$ cat src/rtl/kmm_pkg.sv
// Shared types and constants for the keyboard-to-mouse mapper.
// Holds the beat structs, the mapper state struct, key codes and report kinds.
// No dependencies.
package kmm_pkg;

    // Field widths fixed by the interface.
    localparam int KEY_CODE_W   = 10;
    localparam int KEY_ACTION_W = 2;
    localparam int SPEED_W      = 7;
    localparam int REPEAT_W     = 4;
    localparam int WHEEL_STEP_W = 3;

    // Motion speed cap and reset values.
    localparam int                   MAX_MOTION_SPEED_DEF = 64;
    localparam logic [SPEED_W-1:0]   START_SPEED          = 7'd2;
    localparam logic [REPEAT_W-1:0]  START_REPEATS        = 4'd1;
    localparam logic [REPEAT_W-1:0]  REPEATS_STEP         = 4'd2;
    localparam logic [WHEEL_STEP_W-1:0] WHEEL_STEP_RESET  = 3'd5;
    localparam logic [WHEEL_STEP_W-1:0] WHEEL_STEP_MIN    = 3'd1;

    // Key codes that the mapper reacts to.
    localparam logic [KEY_CODE_W-1:0] KC_U     = 10'd22;
    localparam logic [KEY_CODE_W-1:0] KC_P     = 10'd25;
    localparam logic [KEY_CODE_W-1:0] KC_LCTRL = 10'd29;
    localparam logic [KEY_CODE_W-1:0] KC_F     = 10'd33;
    localparam logic [KEY_CODE_W-1:0] KC_V     = 10'd47;
    localparam logic [KEY_CODE_W-1:0] KC_B     = 10'd48;
    localparam logic [KEY_CODE_W-1:0] KC_N     = 10'd49;
    localparam logic [KEY_CODE_W-1:0] KC_M     = 10'd50;
    localparam logic [KEY_CODE_W-1:0] KC_LALT  = 10'd56;
    localparam logic [KEY_CODE_W-1:0] KC_SPACE = 10'd57;
    localparam logic [KEY_CODE_W-1:0] KC_CAPS  = 10'd58;

    // Key values.
    localparam logic [KEY_ACTION_W-1:0] KV_RELEASE = 2'd0;
    localparam logic [KEY_ACTION_W-1:0] KV_PRESS   = 2'd1;
    localparam logic [KEY_ACTION_W-1:0] KV_REPEAT  = 2'd2;

    // Kind of report carried by a result beat.
    typedef enum logic [2:0] {
        RK_NONE   = 3'd0,
        RK_MOTION = 3'd1,
        RK_WHEEL  = 3'd2,
        RK_LEFT   = 3'd3,
        RK_RIGHT  = 3'd4
    } t_report_kind;

    // One key event beat.
    typedef struct packed {
        logic                    is_key_event;
        logic [KEY_CODE_W-1:0]   key_code;
        logic [KEY_ACTION_W-1:0] key_action;
    } t_kmm_in;

    // One mouse report beat.
    typedef struct packed {
        logic                    swallowed;
        t_report_kind            report_kind;
        logic signed [7:0]       delta_x;
        logic signed [7:0]       delta_y;
        logic signed [3:0]       wheel_delta;
        logic [KEY_ACTION_W-1:0] button_level;
    } t_kmm_out;

    // Modifier, lock and speed-ramp state.
    typedef struct packed {
        logic                ctrl_held;
        logic                alt_held;
        logic                speed_lock;
        logic [SPEED_W-1:0]  motion_speed;
        logic [REPEAT_W-1:0] repeat_count;
        logic [REPEAT_W-1:0] repeats_needed;
    } t_kmm_state;

    localparam t_kmm_state KMM_STATE_RESET = '{
        ctrl_held:      1'b0,
        alt_held:       1'b0,
        speed_lock:     1'b0,
        motion_speed:   START_SPEED,
        repeat_count:   '0,
        repeats_needed: START_REPEATS
    };

endpackage

$ cat src/rtl/kmm_step.sv
// Combinational update for one key event: next mapper state and the report.
// Depends on kmm_pkg.
module kmm_step
    import kmm_pkg::*;
#(
    parameter int MAX_MOTION_SPEED = MAX_MOTION_SPEED_DEF
) (
    input  t_kmm_state              i_state,
    input  t_kmm_in                 i_item,
    input  logic [WHEEL_STEP_W-1:0] i_wheel_step,
    output t_kmm_state              o_state,
    output t_kmm_out                o_result
);

    localparam logic [SPEED_W:0] MaxSpeed = (SPEED_W+1)'(MAX_MOTION_SPEED);

    t_kmm_state          st;
    t_kmm_out            res;
    logic                early;
    logic [SPEED_W:0]    speed_dbl;
    logic [SPEED_W:0]    speed_ext;
    logic [REPEAT_W-1:0] rc_inc;
    logic [WHEEL_STEP_W:0] step_ext;

    assign step_ext = {1'b0, i_wheel_step};

    // Modifier tracking, caps lock toggle, then the combo key decode.
    always_comb begin
        st        = i_state;
        res       = '0;
        early     = 1'b0;
        speed_dbl = '0;
        speed_ext = '0;
        rc_inc    = '0;
        if (i_item.is_key_event) begin
            case (i_item.key_code)
                KC_LCTRL: begin
                    st.ctrl_held = (i_item.key_action != KV_RELEASE);
                    if (st.speed_lock) begin
                        early         = 1'b1;
                        res.swallowed = 1'b1;
                    end
                end
                KC_LALT: begin
                    st.alt_held = (i_item.key_action != KV_RELEASE);
                    if (st.speed_lock) begin
                        early         = 1'b1;
                        res.swallowed = 1'b1;
                    end
                end
                KC_CAPS: begin
                    if (i_item.key_action == KV_PRESS) begin
                        st.speed_lock = ~st.speed_lock;
                    end
                end
                default: ;
            endcase

            if (!early && st.ctrl_held && st.alt_held) begin
                res.swallowed = 1'b1;
                case (i_item.key_code)
                    KC_P, KC_N, KC_B, KC_F: begin
                        // Speed ramp: reset on press, double after runs of repeats, both only while speed lock is off.
                        case (i_item.key_action)
                            KV_RELEASE: begin
                                st.repeat_count = '0;
                            end
                            KV_PRESS: begin
                                st.repeat_count = '0;
                                if (!st.speed_lock) begin
                                    st.motion_speed   = START_SPEED;
                                    st.repeats_needed = START_REPEATS;
                                end
                            end
                            KV_REPEAT: begin
                                if (!st.speed_lock) begin
                                    rc_inc = st.repeat_count + REPEAT_W'(1);
                                    st.repeat_count = rc_inc;
                                    if (rc_inc >= st.repeats_needed) begin
                                        speed_dbl = {st.motion_speed, 1'b0};
                                        if ({1'b0, st.motion_speed} < MaxSpeed) begin
                                            st.motion_speed = (speed_dbl > MaxSpeed)
                                                ? MaxSpeed[SPEED_W-1:0]
                                                : speed_dbl[SPEED_W-1:0];
                                            st.repeats_needed =
                                                st.repeats_needed + REPEATS_STEP;
                                        end
                                        st.repeat_count = '0;
                                    end
                                end
                            end
                            default: ;
                        endcase
                        speed_ext       = {1'b0, st.motion_speed};
                        res.report_kind = RK_MOTION;
                        if (i_item.key_code == KC_P) begin
                            res.delta_y = -$signed(speed_ext);
                        end else if (i_item.key_code == KC_N) begin
                            res.delta_y = $signed(speed_ext);
                        end else if (i_item.key_code == KC_B) begin
                            res.delta_x = -$signed(speed_ext);
                        end else begin
                            res.delta_x = $signed(speed_ext);
                        end
                    end
                    KC_V: begin
                        res.report_kind = RK_WHEEL;
                        res.wheel_delta = -$signed(step_ext);
                    end
                    KC_U: begin
                        res.report_kind = RK_WHEEL;
                        res.wheel_delta = $signed(step_ext);
                    end
                    KC_SPACE: begin
                        res.report_kind  = RK_LEFT;
                        res.button_level = i_item.key_action;
                    end
                    KC_M: begin
                        res.report_kind  = RK_RIGHT;
                        res.button_level = i_item.key_action;
                    end
                    default: begin
                        res.swallowed = 1'b0;
                    end
                endcase
            end
        end
    end

    assign o_state  = st;
    assign o_result = res;

endmodule

$ cat src/rtl/keyboard_to_mouse_mapper.sv
// Top level of the keyboard-to-mouse mapper: input register, state, result register.
// Depends on kmm_pkg and kmm_step.
//
//  Channel  | Valid       | Ready        | Payload
//  ---------+-------------+--------------+----------------------------
//  events   | i_in_valid  | o_in_ready   | i_in  (t_kmm_in)
//  reports  | o_out_valid | i_out_ready  | o_out (t_kmm_out)
//  config   | i_cfg_valid | o_cfg_ready  | i_cfg_wheel_step (3 bits)
//
// One report beat per event beat; one beat per cycle sustained while i_out_ready stays high.
// The state update happens as a beat moves from the input register to the result register.
// A stalled result register holds its beat; one more event is still taken into the
// input register. Reset is synchronous and active low; wheel step resets to 5.
module keyboard_to_mouse_mapper
    import kmm_pkg::*;
#(
    parameter int MAX_MOTION_SPEED = MAX_MOTION_SPEED_DEF
) (
    input  logic                    i_clk,
    input  logic                    i_rst_n,
    input  logic                    i_in_valid,
    output logic                    o_in_ready,
    input  t_kmm_in                 i_in,
    output logic                    o_out_valid,
    input  logic                    i_out_ready,
    output t_kmm_out                o_out,
    input  logic                    i_cfg_valid,
    output logic                    o_cfg_ready,
    input  logic [WHEEL_STEP_W-1:0] i_cfg_wheel_step
);

    logic                    r_in_valid;
    t_kmm_in                 r_in;
    logic                    r_out_valid;
    t_kmm_out                r_out;
    t_kmm_state              r_state;
    logic [WHEEL_STEP_W-1:0] r_wheel_step;

    t_kmm_state n_state;
    t_kmm_out   n_out;
    logic       advance;

    // A beat leaves the input register when the result register is free or draining.
    assign advance    = r_in_valid && (!r_out_valid || i_out_ready);
    assign o_in_ready = !r_in_valid || advance;
    assign o_cfg_ready = 1'b1;

    kmm_step #(
        .MAX_MOTION_SPEED(MAX_MOTION_SPEED)
    ) u_step (
        .i_state     (r_state),
        .i_item      (r_in),
        .i_wheel_step(r_wheel_step),
        .o_state     (n_state),
        .o_result    (n_out)
    );

    // Input register.
    always_ff @(posedge i_clk) begin
        if (!i_rst_n) begin
            r_in_valid <= 1'b0;
        end else if (o_in_ready) begin
            r_in_valid <= i_in_valid;
        end
        if (i_in_valid && o_in_ready) begin
            r_in <= i_in;
        end
    end

    // Result register and mapper state.
    always_ff @(posedge i_clk) begin
        if (!i_rst_n) begin
            r_out_valid <= 1'b0;
            r_state     <= KMM_STATE_RESET;
        end else begin
            if (advance) begin
                r_out_valid <= 1'b1;
                r_state     <= n_state;
            end else if (i_out_ready) begin
                r_out_valid <= 1'b0;
            end
        end
        if (advance) begin
            r_out <= n_out;
        end
    end

    // Wheel step register; a zero write stores the minimum step.
    always_ff @(posedge i_clk) begin
        if (!i_rst_n) begin
            r_wheel_step <= WHEEL_STEP_RESET;
        end else if (i_cfg_valid && o_cfg_ready) begin
            r_wheel_step <= (i_cfg_wheel_step == '0) ? WHEEL_STEP_MIN : i_cfg_wheel_step;
        end
    end

    assign o_out_valid = r_out_valid;
    assign o_out       = r_out;

    // The speed stays between the start value and the cap.
    a_speed_range: assert property (@(posedge i_clk) disable iff (!i_rst_n)
        (r_state.motion_speed >= START_SPEED) &&
        (int'(r_state.motion_speed) <= MAX_MOTION_SPEED))
        else $error("motion speed out of range");

    // The repeat threshold only moves in steps of two from one, so it stays odd.
    a_repeats_odd: assert property (@(posedge i_clk) disable iff (!i_rst_n)
        r_state.repeats_needed[0])
        else $error("repeat threshold lost its odd value");

    // A beat stuck in the input register means the result register is stalled.
    a_stall_cause: assert property (@(posedge i_clk) disable iff (!i_rst_n)
        (r_in_valid && !advance) |-> (r_out_valid && !i_out_ready))
        else $error("input beat held without an output stall");

    // Only motion reports carry motion deltas.
    a_motion_only: assert property (@(posedge i_clk) disable iff (!i_rst_n)
        (r_out_valid && (r_out.report_kind != RK_MOTION)) |->
        ((r_out.delta_x == '0) && (r_out.delta_y == '0)))
        else $error("motion delta on a non-motion report");

endmodule
$ cat config.mk
export PLATFORM = sky130hd
export DESIGN_NAME = keyboard_to_mouse_mapper
export DESIGN_NICKNAME = d
export VERILOG_FILES = /design/src/rtl/kmm_pkg.sv /design/src/rtl/kmm_step.sv /design/src/rtl/keyboard_to_mouse_mapper.sv
export SDC_FILE = /design/constraint.sdc
export NUM_CORES = 1
export LEC_CHECK = 0
export BUFFER_PORTS_ARGS = -buffer_cell sky130_fd_sc_hd__buf_2
export CAP_MARGIN = 20
export CORE_MARGIN = 8
export CORE_UTILIZATION = 50
export CTS_CLUSTER_SIZE = 16
export DETAILED_ROUTE_END_ITERATION = 10
export PLACE_DENSITY = 0.82
export SLEW_MARGIN = 20
export SYNTH_ARGS = -nofsm -noshare
export SYNTH_HDL_FRONTEND = slang
export SYNTH_SLANG_ARGS = --single-unit
export TNS_END_PERCENT = 50
$ cat constraint.sdc
create_clock -name i_clk -period 6.6 [get_ports i_clk]
set_input_delay 0.33 -clock i_clk [delete_from_list [all_inputs] [get_ports i_clk]]
set_output_delay 0.33 -clock i_clk [all_outputs]
set_load 0.03 [all_outputs]
==> impl_metrics.py, run 1 <==
metrics = {
    "run_status": {
        "status": "finished clean",
    },
    "logic_synthesis": {
        "synth_ff_type": "edfxtp_1",
        "synth_commonest_cells": "edfxtp_1, nand2_1, nor2_1, dfxtp_1, nor3_1",
        "synth_top_area_cell": "edfxtp_1",
        "ys_types": 67,
        "synth_top_area_share_pct": 34.0,
        "yosysMostFrequentCell": "edfxtp_1",
        "synthArstFlopShare_pct": 0,
        "ys_ff_latch": 62,
        "yosysWarnings": 0,
        "synth_simple_gate_area_share_pct": 26.6,
        "synth_fa_ha_area_share_pct": 4.36,
        "syn_area_um2": 3450,
        "synth_mux_area_share_pct": 1.16,
        "synth_cells": 337,
        "synth_top_family_by_area": "simple AND/OR/NAND/NOR gates",
        "synth-xor-area-share_pct": 2.32,
        "synth_nets": 370,
        "synth-compound-area-share_pct": 14.2,
        "synth_edf_count": 39,
        "seq_area_frac_synth_pct": 47.3,
        "synth.avg_cell_area_um2": 10.2,
        "synthTopCellsByArea": "edfxtp_1, dfxtp_1, ha_1",
    },
    "power_and_ir_drop": {
        "p_comb_share_pct": 9.3,
        "internal-power_w": 0.000635,
        "p_leak_nw": 1.52,
        "power_switching_w": 0.000208,
        "p_clk_share_pct": 39.0,
        "switching_share_pct": 24.6,
        "p_seq_share_pct": 51.6,
        "power.density_nw_per_um2": 216,
        "vdd_drop_max_v": 0.0000785,
    },
    "timing": {
        "post-route-period-util_pct": 55.3,
        "maxSlewViolCount": 0,
        "finClkSkew_ns": 0.00818,
        "maxSlewHeadroom_pct": 50.6,
        "max_freq_mhz": 274,
        "fin_setup_tns_ns": 0,
        "worst_pin_slew_ns": 0.735,
        "rsz0062_at_grt": "false",
        "hold_viol_final": 0,
        "min_period_ns": 3.65,
        "setup_viol": 0,
    },
    "job": {
        "drv_cap": 0,
    },
    "global_routing": {
        "grt_start_max_net_pins": 30,
        "grt_pass1_vias": 2614,
        "grt_overflow": 0,
        "grt_pass1_wl_um": 12000,
        "antenna_found_initial": 0,
        "grt.total_usage_pct": 15.2,
    },
    "clocking": {
        "clk_pin_slew_ns": 0.07,
        "clock_path_buffers": 2,
        "cts-root-buf": "clkbuf_8",
        "cts_resized": 0,
        "htreeDepth": 3,
        "cts-hold-fix-buffers": 0,
        "clkLatencyLatePin_ns": 0.34,
        "clock_sinks": 62,
        "post-cts-setup-buffers": 0,
        "numCtsBuffers": 9,
        "cts_tree": "built",
    },
    "routing": {
        "num_vias": 2686,
        "drtIter0Drc": 167,
        "viasPerCell": 5.76,
        "routed_wl_um": 7000,
        "drc": 0,
        "drtPass1Iterations": 5,
        "wl_per_cell_um": 15.0,
        "ant_nets": 0,
    },
    "setup_path": {
        "critPathCaptureType": "register",
        "crit_type": "reg2reg",
        "critical_path.max_fanout": 11,
        "arrival_ns": 3.74,
        "start_kind": "register",
        "required_ns": 6.69,
        "r2r_cells": 10,
    },
    "floorplan": {
        "io_pins": 50,
        "die_h_um": 99.0,
        "core_um2": 6720,
        "die_area_um2": 9810,
        "start_util_pct": 51.3,
        "die_w_um": 99.0,
        "rows": 30,
    },
    "worst_hold_path": {
        "hold_path_depth": 1,
        "hold_path.class": "in2reg",
    },
    "final_layout": {
        "drive_gt1_share_pct": 21.2,
        "fillers": 567,
        "nets": 414,
        "syn2layout_area_growth_pct": 13.4,
        "antenna_cells": 0,
        "fin_util_pct": 58.2,
    },
    "place": {
        "dpl.hpwl_um": 5120,
        "gp_congestion": 0.868,
        "portBuffers": 48,
    },
}
## power by group through the flow
| stage | Clock [W] | Sequential (W) | Combinational [W] |
|---|---|---|---|
| floorplan | 0 | 0.000454 | 0.0000485 |
| global placement | 0 | 0.000443 | 0.0000762 |
| detailed placement | 0 | 0.000444 | 0.0000788 |
| CTS | 0.000336 | 0.000435 | 0.0000792 |
| global route | 0.000349 | 0.000437 | 0.0000859 |
| finish | 0.000329 | 0.000435 | 0.0000786 |
## per-stage QoR
| stage | area [um^2] | power, W | hold slack (ns) | worst slack, ns | std cells |
|---|---|---|---|---|---|
| finish | 3910 | 0.000843 | 0.158 | 2.95 | 466 |
| global route | 3910 | 0.000872 | 0.146 | 2.77 | 466 |
| CTS | 3910 | 0.000850 | 0.147 | 2.97 | 466 |
| detailed placement | 3710 | 0.000522 | 0.478 | 3.00 | 450 |
| global placement | 3710 | 0.000519 | 0.466 | 3.15 | 450 |
| floorplan | 3450 | 0.000502 | 0.429 | 3.16 | 337 |
## cell usage in the layout (no fill, tap or decap), types with 5 or more instances in the layout
master	instances
nor2_1	24
nand2_1	29
nand3_1	8
and2_1	6
nand2b_1	8
o211a_1	6
inv_1	12
nand4_1	5
o21a_1	5
nor3_1	18
and3_1	10
clkbuf_8	10
ha_1	12
dfxtp_1	23
buf_2	48
a21oi_1	12
edfxtp_1	39
nor2b_1	15
o21ai_0	9
## cell type report
cell class	count	area, um^2	area share (%)
clock buffers	10	138	3.52
repair buffers	49	248	6.34
multi-input cells	247	1680	43.1
well taps	80	100	2.56
inverters	12	45.0	1.15
flip-flops and latches	62	1630	41.8
clock inverters	6	61.3	1.57
## path summary, 6_finish.rpt
kind | to | startpoint | slack [ns]
worst max-delay path | o_out[12] | r_state[4] | 2.95
worst min-delay path | r_in[10] | i_in[10] | 0.16
worst max register to register | o_out[12] | r_state[4] | 2.95
worst min register to register | r_state[3] | r_state[3] | 0.48
## worst max-delay path, cell delays in order, from the launching register on
cell	delay, ns
dfxtp_1	0.35
ha_1	0.32
ha_1	0.28
a2111oi_0	0.62
nor3_2	0.16
and3_4	0.25
a211oi_1	0.47
ha_1	0.30
and4_1	0.36
and2_1	0.17
o221ai_1	0.11
## registers in the layout, indices dropped and copies added, names as in the netlist
signal and cells:
o_out 26, r_state 18, r_in 13, r_wheel_step 3
o_out_valid 1, r_in_valid 1
## logic make-up (layout without fill, tap and decap cells)
family                     Yosys count  after routing
AOI/OAI and AO/OA                   66             66
xor gates and xnor gates             7              7
adders and majority gates           12             12
buffers and inverters               28             77
DFF                                 62             62
muxes                                4              4
other                                1              1
and+or+nand+nor                    157            157
## per-layer routing
layer	vias to the layer above	routed length, um	GRT usage [%]
met2	91	3390	24.6
met1	1253	3000	17.8
met5	-	0	0
li1	1330	-	-
met3	12	465	4.30
met4	0	140	8.38
Power figures use the tool's default switching activity.
==> inputs of run 2 (changes only) <==
--- a/config.mk
+++ b/config.mk
@@ -5,6 +5,7 @@
 export SDC_FILE = /design/constraint.sdc
 export NUM_CORES = 1
 export LEC_CHECK = 0
+export ABC_AREA = 1
 export BUFFER_PORTS_ARGS = -buffer_cell sky130_fd_sc_hd__buf_2
 export CAP_MARGIN = 20
 export CORE_MARGIN = 8
==> constraint.sdc (replaced) <==
create_clock -name i_clk -period 3.85 [get_ports i_clk]
set_input_delay 0.1925 -clock i_clk [delete_from_list [all_inputs] [get_ports i_clk]]
set_output_delay 0.1925 -clock i_clk [all_outputs]
set_load 0.03 [all_outputs]
==> run 2 against run 1 <==
Effect of this change: sequential power rose by 70%; combinational power grew 100%; wire length increased by 8.0%; total power is 73% higher; setup slack got worse by 2.3 ns; global-route usage increased by 0.42 points; register-to-register slack worse by 2.3 ns; non-clock buffer count fell by 1.
==> impl_metrics.py, run 2 <==
metrics = {
    "timing": {
        "setup_viol": 0,
        "rsz0062_at_grt": "false",
        "maxSlewHeadroom_pct": 34.1,
        "min_period_ns": 3.18,
        "fin_setup_tns_ns": 0,
        "maxSlewViolCount": 0,
        "finClkSkew_ns": 0.00846,
        "worst_pin_slew_ns": 0.987,
        "setup_ws_ns": 0.675,
        "hold_viol_final": 0,
        "max_freq_mhz": 315,
        "post-route-period-util_pct": 82.5,
    },
    "setup_path": {
        "required_ns": 3.95,
        "crit_buf_inv": 4,
        "cp_slowest_cell": "dfxtp_1",
        "critical_path.max_fanout": 5,
        "critPathCaptureType": "register",
        "reg2reg_from": "r_state[4]",
        "cp_slowest_stage_delay_ns": 0.35,
        "regToRegSetupSlack_ns": 0.67,
        "critPathTopFamily": "simple AND/OR/NAND/NOR gates",
        "start_kind": "register",
        "worstPathCellList": "ha_1, xor2_1, ha_1, nand2_1, inv_1, nand2_1, nand3_1, nand2_1, inv_1, nand2_2, nand2_2, nand2_1, nand2_1, nand2_1, inv_1, ha_1, nand3_1, nor2_4, nand2_1, nand2_1, nand2_1, o21bai_1, inv_1",
        "crit_top_cell": "nand2_1",
        "arrival_ns": 3.27,
        "r2r_cells": 23,
        "crit_type": "reg2reg",
        "reg2reg_to": "o_out[20]",
    },
    "power_and_ir_drop": {
        "p_leak_nw": 1.90,
        "finalPower_w": 0.00146,
        "vdd_drop_max_v": 0.000196,
        "power.density_nw_per_um2": 359,
    },
    "global_routing": {
        "grt_start_max_net_pins": 27,
        "grt_pass1_vias": 2783,
        "antenna_found_initial": 0,
        "grt_pass1_wl_um": 12500,
        "grt.total_usage_pct": 15.6,
        "grt_overflow": 0,
    },
    "final_layout": {
        "final_common_cell": "nand2_1",
        "final_cell_mix": "nand2_1, inv_1, buf_2",
        "drive_gt1_share_pct": 23.3,
        "fin_util_pct": 59.4,
        "fillers": 629,
        "syn2layout_area_growth_pct": 14.9,
        "nets": 506,
        "layout.cells.non_filler": 573,
        "antenna_cells": 0,
        "largest_reg_flops": 26,
    },
    "routing": {
        "viasPerCell": 5.11,
        "drtIter0Drc": 163,
        "drc": 0,
        "wl_per_cell_um": 13.2,
        "drtPass1Iterations": 4,
        "num_vias": 2927,
        "ant_nets": 0,
        "routed_wl_um": 7550,
    },
    "floorplan": {
        "core_um2": 6830,
        "die_area_um2": 10000,
        "die_w_um": 100,
        "io_pins": 50,
        "die_h_um": 100,
        "start_util_pct": 51.7,
        "rows": 30,
    },
    "clocking": {
        "cts-hold-fix-buffers": 0,
        "cts_resized": 0,
        "post-cts-setup-buffers": 0,
        "cts_tree": "built",
        "clock_sinks": 62,
        "clock_path_buffers": 2,
        "htreeDepth": 3,
        "cts-root-buf": "clkbuf_8",
        "clkLatencyLatePin_ns": 0.34,
        "clk_pin_slew_ns": 0.07,
        "numCtsBuffers": 9,
    },
    "logic_synthesis": {
        "ys_types": 43,
        "synthTopCellsByArea": "edfxtp_1, dfxtp_1, nand2_1",
        "synth_top_family_by_area": "simple AND/OR/NAND/NOR gates",
        "synth-compound-area-share_pct": 10.4,
        "synth_ff_type": "edfxtp_1",
        "synth_commonest_cells": "nand2_1, inv_1, edfxtp_1, nor2_1",
        "synthArstFlopShare_pct": 0,
        "synth_edf_count": 39,
        "synth_mux_area_share_pct": 0,
        "yosysWarnings": 0,
        "synth_cells": 417,
        "synth_fa_ha_area_share_pct": 4.25,
        "synth_top_area_cell": "edfxtp_1",
        "synth_top_area_share_pct": 33.2,
        "synth_simple_gate_area_share_pct": 29.1,
        "ys_ff_latch": 62,
        "syn_area_um2": 3530,
        "synth_nets": 450,
        "synth.avg_cell_area_um2": 8.47,
        "synth-xor-area-share_pct": 1.24,
        "yosysMostFrequentCell": "nand2_1",
        "seq_area_frac_synth_pct": 46.2,
    },
    "place": {
        "gp_congestion": 0.927,
        "place_ws_ns": 0.714,
        "portBuffers": 48,
        "dpl.hpwl_um": 5900,
        "dp_cells": 558,
    },
    "worst_hold_path": {
        "min_to": "r_in[8]",
        "hold_path.class": "in2reg",
        "min-delay-start": "i_in[8]",
        "hold_path_depth": 1,
    },
    "run_status": {
        "status": "finished clean",
    },
    "job": {
        "drv_cap": 0,
    },
}
==> run 2: cell count changes after synthesis, sizes merged, moves of 11 or more <==
cell   delta
nand3    +21
nor2b    -16
nand2    +73
inv      +64
nor2     +18
and3     -11
a21oi    +12
o21ai    +14
==> run 2: layout make-up <==
cell class | count | area, um^2 | area share, %
sequential | 62 | 1630 | 40.2
clock inverter | 4 | 47.5 | 1.17
multi-input combinational | 276 | 1590 | 39.2
inverter | 76 | 285 | 7.03
clock buffer | 11 | 141 | 3.48
timing repair buffer | 48 | 240 | 5.92
tap | 96 | 120 | 2.96
==> run 2: where the power goes <==
group,switching [W],internal (W)
clock,0.000244,0.000311
combinational,0.000116,0.0000450
sequential,0.0000102,0.000730
==> run 2: per-stage QoR <==
| stage | hold WS [ns] | cell area [um^2] |
|---|---|---|
| after CTS | 0.0127 | 4060 |
| after detailed placement | 0.371 | 3870 |
| after global placement | 0.370 | 3870 |
| after floorplan | 0.279 | 3530 |
| after global routing | 0.0156 | 4060 |
| final | 0.0247 | 4060 |
==> run 2: worst register-to-register path: stages (launching register included) <==
cell and delay (ns):
dfxtp_1 0.35, ha_1 0.22, xor2_1 0.16, ha_1 0.31
nand2_1 0.05, inv_1 0.04, nand2_1 0.04, nand3_1 0.13
nand2_1 0.10, inv_1 0.15, nand2_2 0.10, nand2_2 0.10
nand2_1 0.06, nand2_1 0.09, nand2_1 0.09, inv_1 0.11
ha_1 0.20, nand3_1 0.13, nor2_4 0.13, nand2_1 0.06
nand2_1 0.05, nand2_1 0.07, o21bai_1 0.14, inv_1 0.06
==> run 2: worst max path at each step <==
stage	startpoint	to	slack, ns	cells past startpoint
2_1_floorplan	r_state[4]	o_out[20]	1.05	23
3_3_place_gp	r_state[4]	o_out[20]	0.89	23
3_5_place_dp	r_state[4]	o_out[20]	0.71	23
4_1_cts	r_state[4]	o_out[20]	0.69	23
5_1_grt	r_state[4]	o_out[20]	0.40	23
6_report	r_state[4]	o_out[20]	0.67	23
==> run 2: kinds of logic after synthesis <==
family / count (synthesis)
XOR/XNOR: 5
adder cells (fa/ha/maj): 12
flip-flops: 62
AND/OR/NAND/NOR: 195
buffers and inverters: 79
other: 1
AO/OA/AOI/OAI: 63
==> run 2: routing by layer <==
metal	global-route usage (%)	wire, um
met3	3.46	517
met4	7.44	121
met1	18.5	3300
met2	26.2	3610
met5	0	0
==> inputs of run 3 (changes only) <==
==> constraint.sdc (replaced) <==
create_clock -name i_clk -period 3.35 [get_ports i_clk]
set_input_delay 0.1675 -clock i_clk [delete_from_list [all_inputs] [get_ports i_clk]]
set_output_delay 0.1675 -clock i_clk [all_outputs]
set_load 0.03 [all_outputs]
==> run 3 against run 2 <==
Effect of this change: via count up 0.92%; flip-flop and latch count unchanged; critical path depth down 2; critical endpoint unchanged; count of clock-buffer cells in the layout up 3; largest power group unchanged; combinational power up 22%.
==> impl_metrics.py, run 3 (synthesis gave the netlist of run 2 again) <==
metrics = {
    "setup_path": {
        "critPathCaptureType": "register",
        "regToRegSetupSlack_ns": 0.24,
        "arrival_ns": 3.21,
        "reg2reg_to": "o_out[20]",
        "startpoint": "r_state[4]",
        "required_ns": 3.45,
        "critical_path.max_fanout": 5,
        "r2r_cells": 21,
        "crit_end": "o_out[20]",
        "start_kind": "register",
        "crit_type": "reg2reg",
        "reg2reg_from": "r_state[4]",
    },
    "timing": {
        "worst_pin_slew_ns": 0.943,
        "max_freq_mhz": 322,
        "setup_viol": 0,
        "finClkSkew_ns": 0.00755,
        "fin_setup_tns_ns": 0,
        "rsz0062_at_grt": "false",
        "min_period_ns": 3.11,
        "maxSlewHeadroom_pct": 37.1,
        "hold_viol_final": 0,
        "timing.hold.ws_ns": 0.0421,
        "post-route-period-util_pct": 92.7,
        "maxSlewViolCount": 0,
    },
    "floorplan": {
        "die_w_um": 100,
        "core_um2": 6830,
        "start_util_pct": 51.7,
        "die_h_um": 100,
        "die_area_um2": 10000,
        "io_pins": 50,
        "rows": 30,
    },
    "final_layout": {
        "final_common_cell": "nand2_1",
        "antenna_cells": 0,
        "final_cell_mix": "nand2_1, inv_1, buf_2",
        "syn2layout_area_growth_pct": 18.7,
        "largest_reg_flops": 26,
        "fin_util_pct": 61.4,
        "fillers": 612,
        "finalInstanceArea_um2": 4190,
        "drive_gt1_share_pct": 22.8,
        "nets": 519,
        "multi_input_area_um2": 1600,
        "seqCellArea_um2": 1630,
    },
    "global_routing": {
        "grt_pass1_vias": 2874,
        "grt.total_usage_pct": 16.3,
        "antenna_found_initial": 0,
        "grt_overflow": 0,
        "grt_start_max_net_pins": 27,
        "grt_pass1_wl_um": 13000,
    },
    "routing": {
        "routed_wl_um": 7760,
        "drtPass1Iterations": 4,
        "drc": 0,
        "viasPerCell": 5.03,
        "drtIter0Drc": 137,
        "ant_nets": 0,
        "num_vias": 2954,
        "wl_per_cell_um": 13.2,
    },
    "clocking": {
        "cts_tree": "built",
        "clock_path_buffers": 2,
        "clk_pin_slew_ns": 0.07,
        "htreeDepth": 3,
        "cts-root-buf": "clkbuf_8",
        "clock_sinks": 62,
        "clkLatencyLatePin_ns": 0.35,
        "numCtsBuffers": 9,
    },
    "place": {
        "portBuffers": 48,
        "place_area_um2": 3870,
        "gp_congestion": 0.927,
        "dpl.hpwl_um": 5930,
    },
    "job": {
        "drv_cap": 0,
    },
    "power_and_ir_drop": {
        "p_leak_nw": 1.95,
        "vdd_drop_max_v": 0.000249,
        "power.density_nw_per_um2": 403,
    },
    "worst_hold_path": {
        "hold_path.class": "in2reg",
    },
    "run_status": {
        "status": "finished clean",
    },
}
==> run 3: changes by cell type in the layout (fill, tap and decap cells not counted), sizes merged <==
cell         before  now
clkbuf           11   14
clkinv            3    1
dlygate4sd3       0   13
==> run 3: cell type report <==
class,instances,area share (%)
clock buffers,14,3.64
clock inverters,2,0.836
inverters,76,6.80
multi-input cells,276,38.1
repair buffers,61,8.83
well taps,96,2.86
flip-flops and latches,62,38.9
==> run 3: worst min path at each step <==
stage                       to  slack [ns]        start  cells after the start
6_report       r_wheel_step[2]        0.04  i_cfg_valid                      2
3_5_place_dp           r_in[8]        0.35      i_in[8]                      1
2_1_floorplan       r_state[0]        0.25      i_rst_n                      1
3_3_place_gp          r_in[10]        0.35     i_in[10]                      1
5_1_grt        r_wheel_step[2]        0.04  i_cfg_valid                      2
4_1_cts        r_wheel_step[2]        0.03  i_cfg_valid                      2
==> run 3: critical path, stage by stage (launching register included) <==
cell and delay [ns]:
dfxtp_1 0.35, ha_1 0.22, xor2_1 0.16, ha_1 0.30, nand4_1 0.13, nand3_2 0.13, nand2_1 0.09, inv_2 0.10
nand2_2 0.08, nand2_2 0.10, nand2_1 0.06, nand2_1 0.09, nand2_1 0.09, inv_1 0.10, ha_1 0.19, nand3_1 0.13
nor2_4 0.13, nand2_1 0.06, nand2_1 0.06, nand2_1 0.07, o21bai_1 0.15, inv_1 0.06
==> run 3: power by group <==
group / internal (W) / leakage, nW / switching (W)
clock: 0.000364 / 0.0947 / 0.000276
combinational: 0.0000616 / 1.30 / 0.000136
sequential: 0.000840 / 0.555 / 0.0000119
total: 0.00127 / 1.95 / 0.000424
==> run 3: through the flow <==
stage / setup WS [ns] / total power [W] / instances
after CTS: 0.169 / 0.00170 / 587
after global routing: 0.0193 / 0.00176 / 587
after detailed placement: 0.189 / 0.00105 / 558
after global placement: 0.395 / 0.00105 / 558
after floorplan: 0.550 / 0.00100 / 417
final: 0.243 / 0.00169 / 587
==> run 3: layer usage <==
metal  wire (um)  vias up  global-route usage (%)
met5           0        -                       0
met4         141        0                    8.49
met3         453       13                    4.50
met2        3670       75                    27.4
met1        3490     1359                    18.4
li1            -     1507                       -
==> run 3: repair_timing <==
item / 4_1_cts / 5_1_grt
hold endpoints to repair: 13 / 0
hold buffers: 13 / 0
setup endpoints to repair: 0 / 3
setup buffers: 0 / 0
resized for setup: 0 / 2
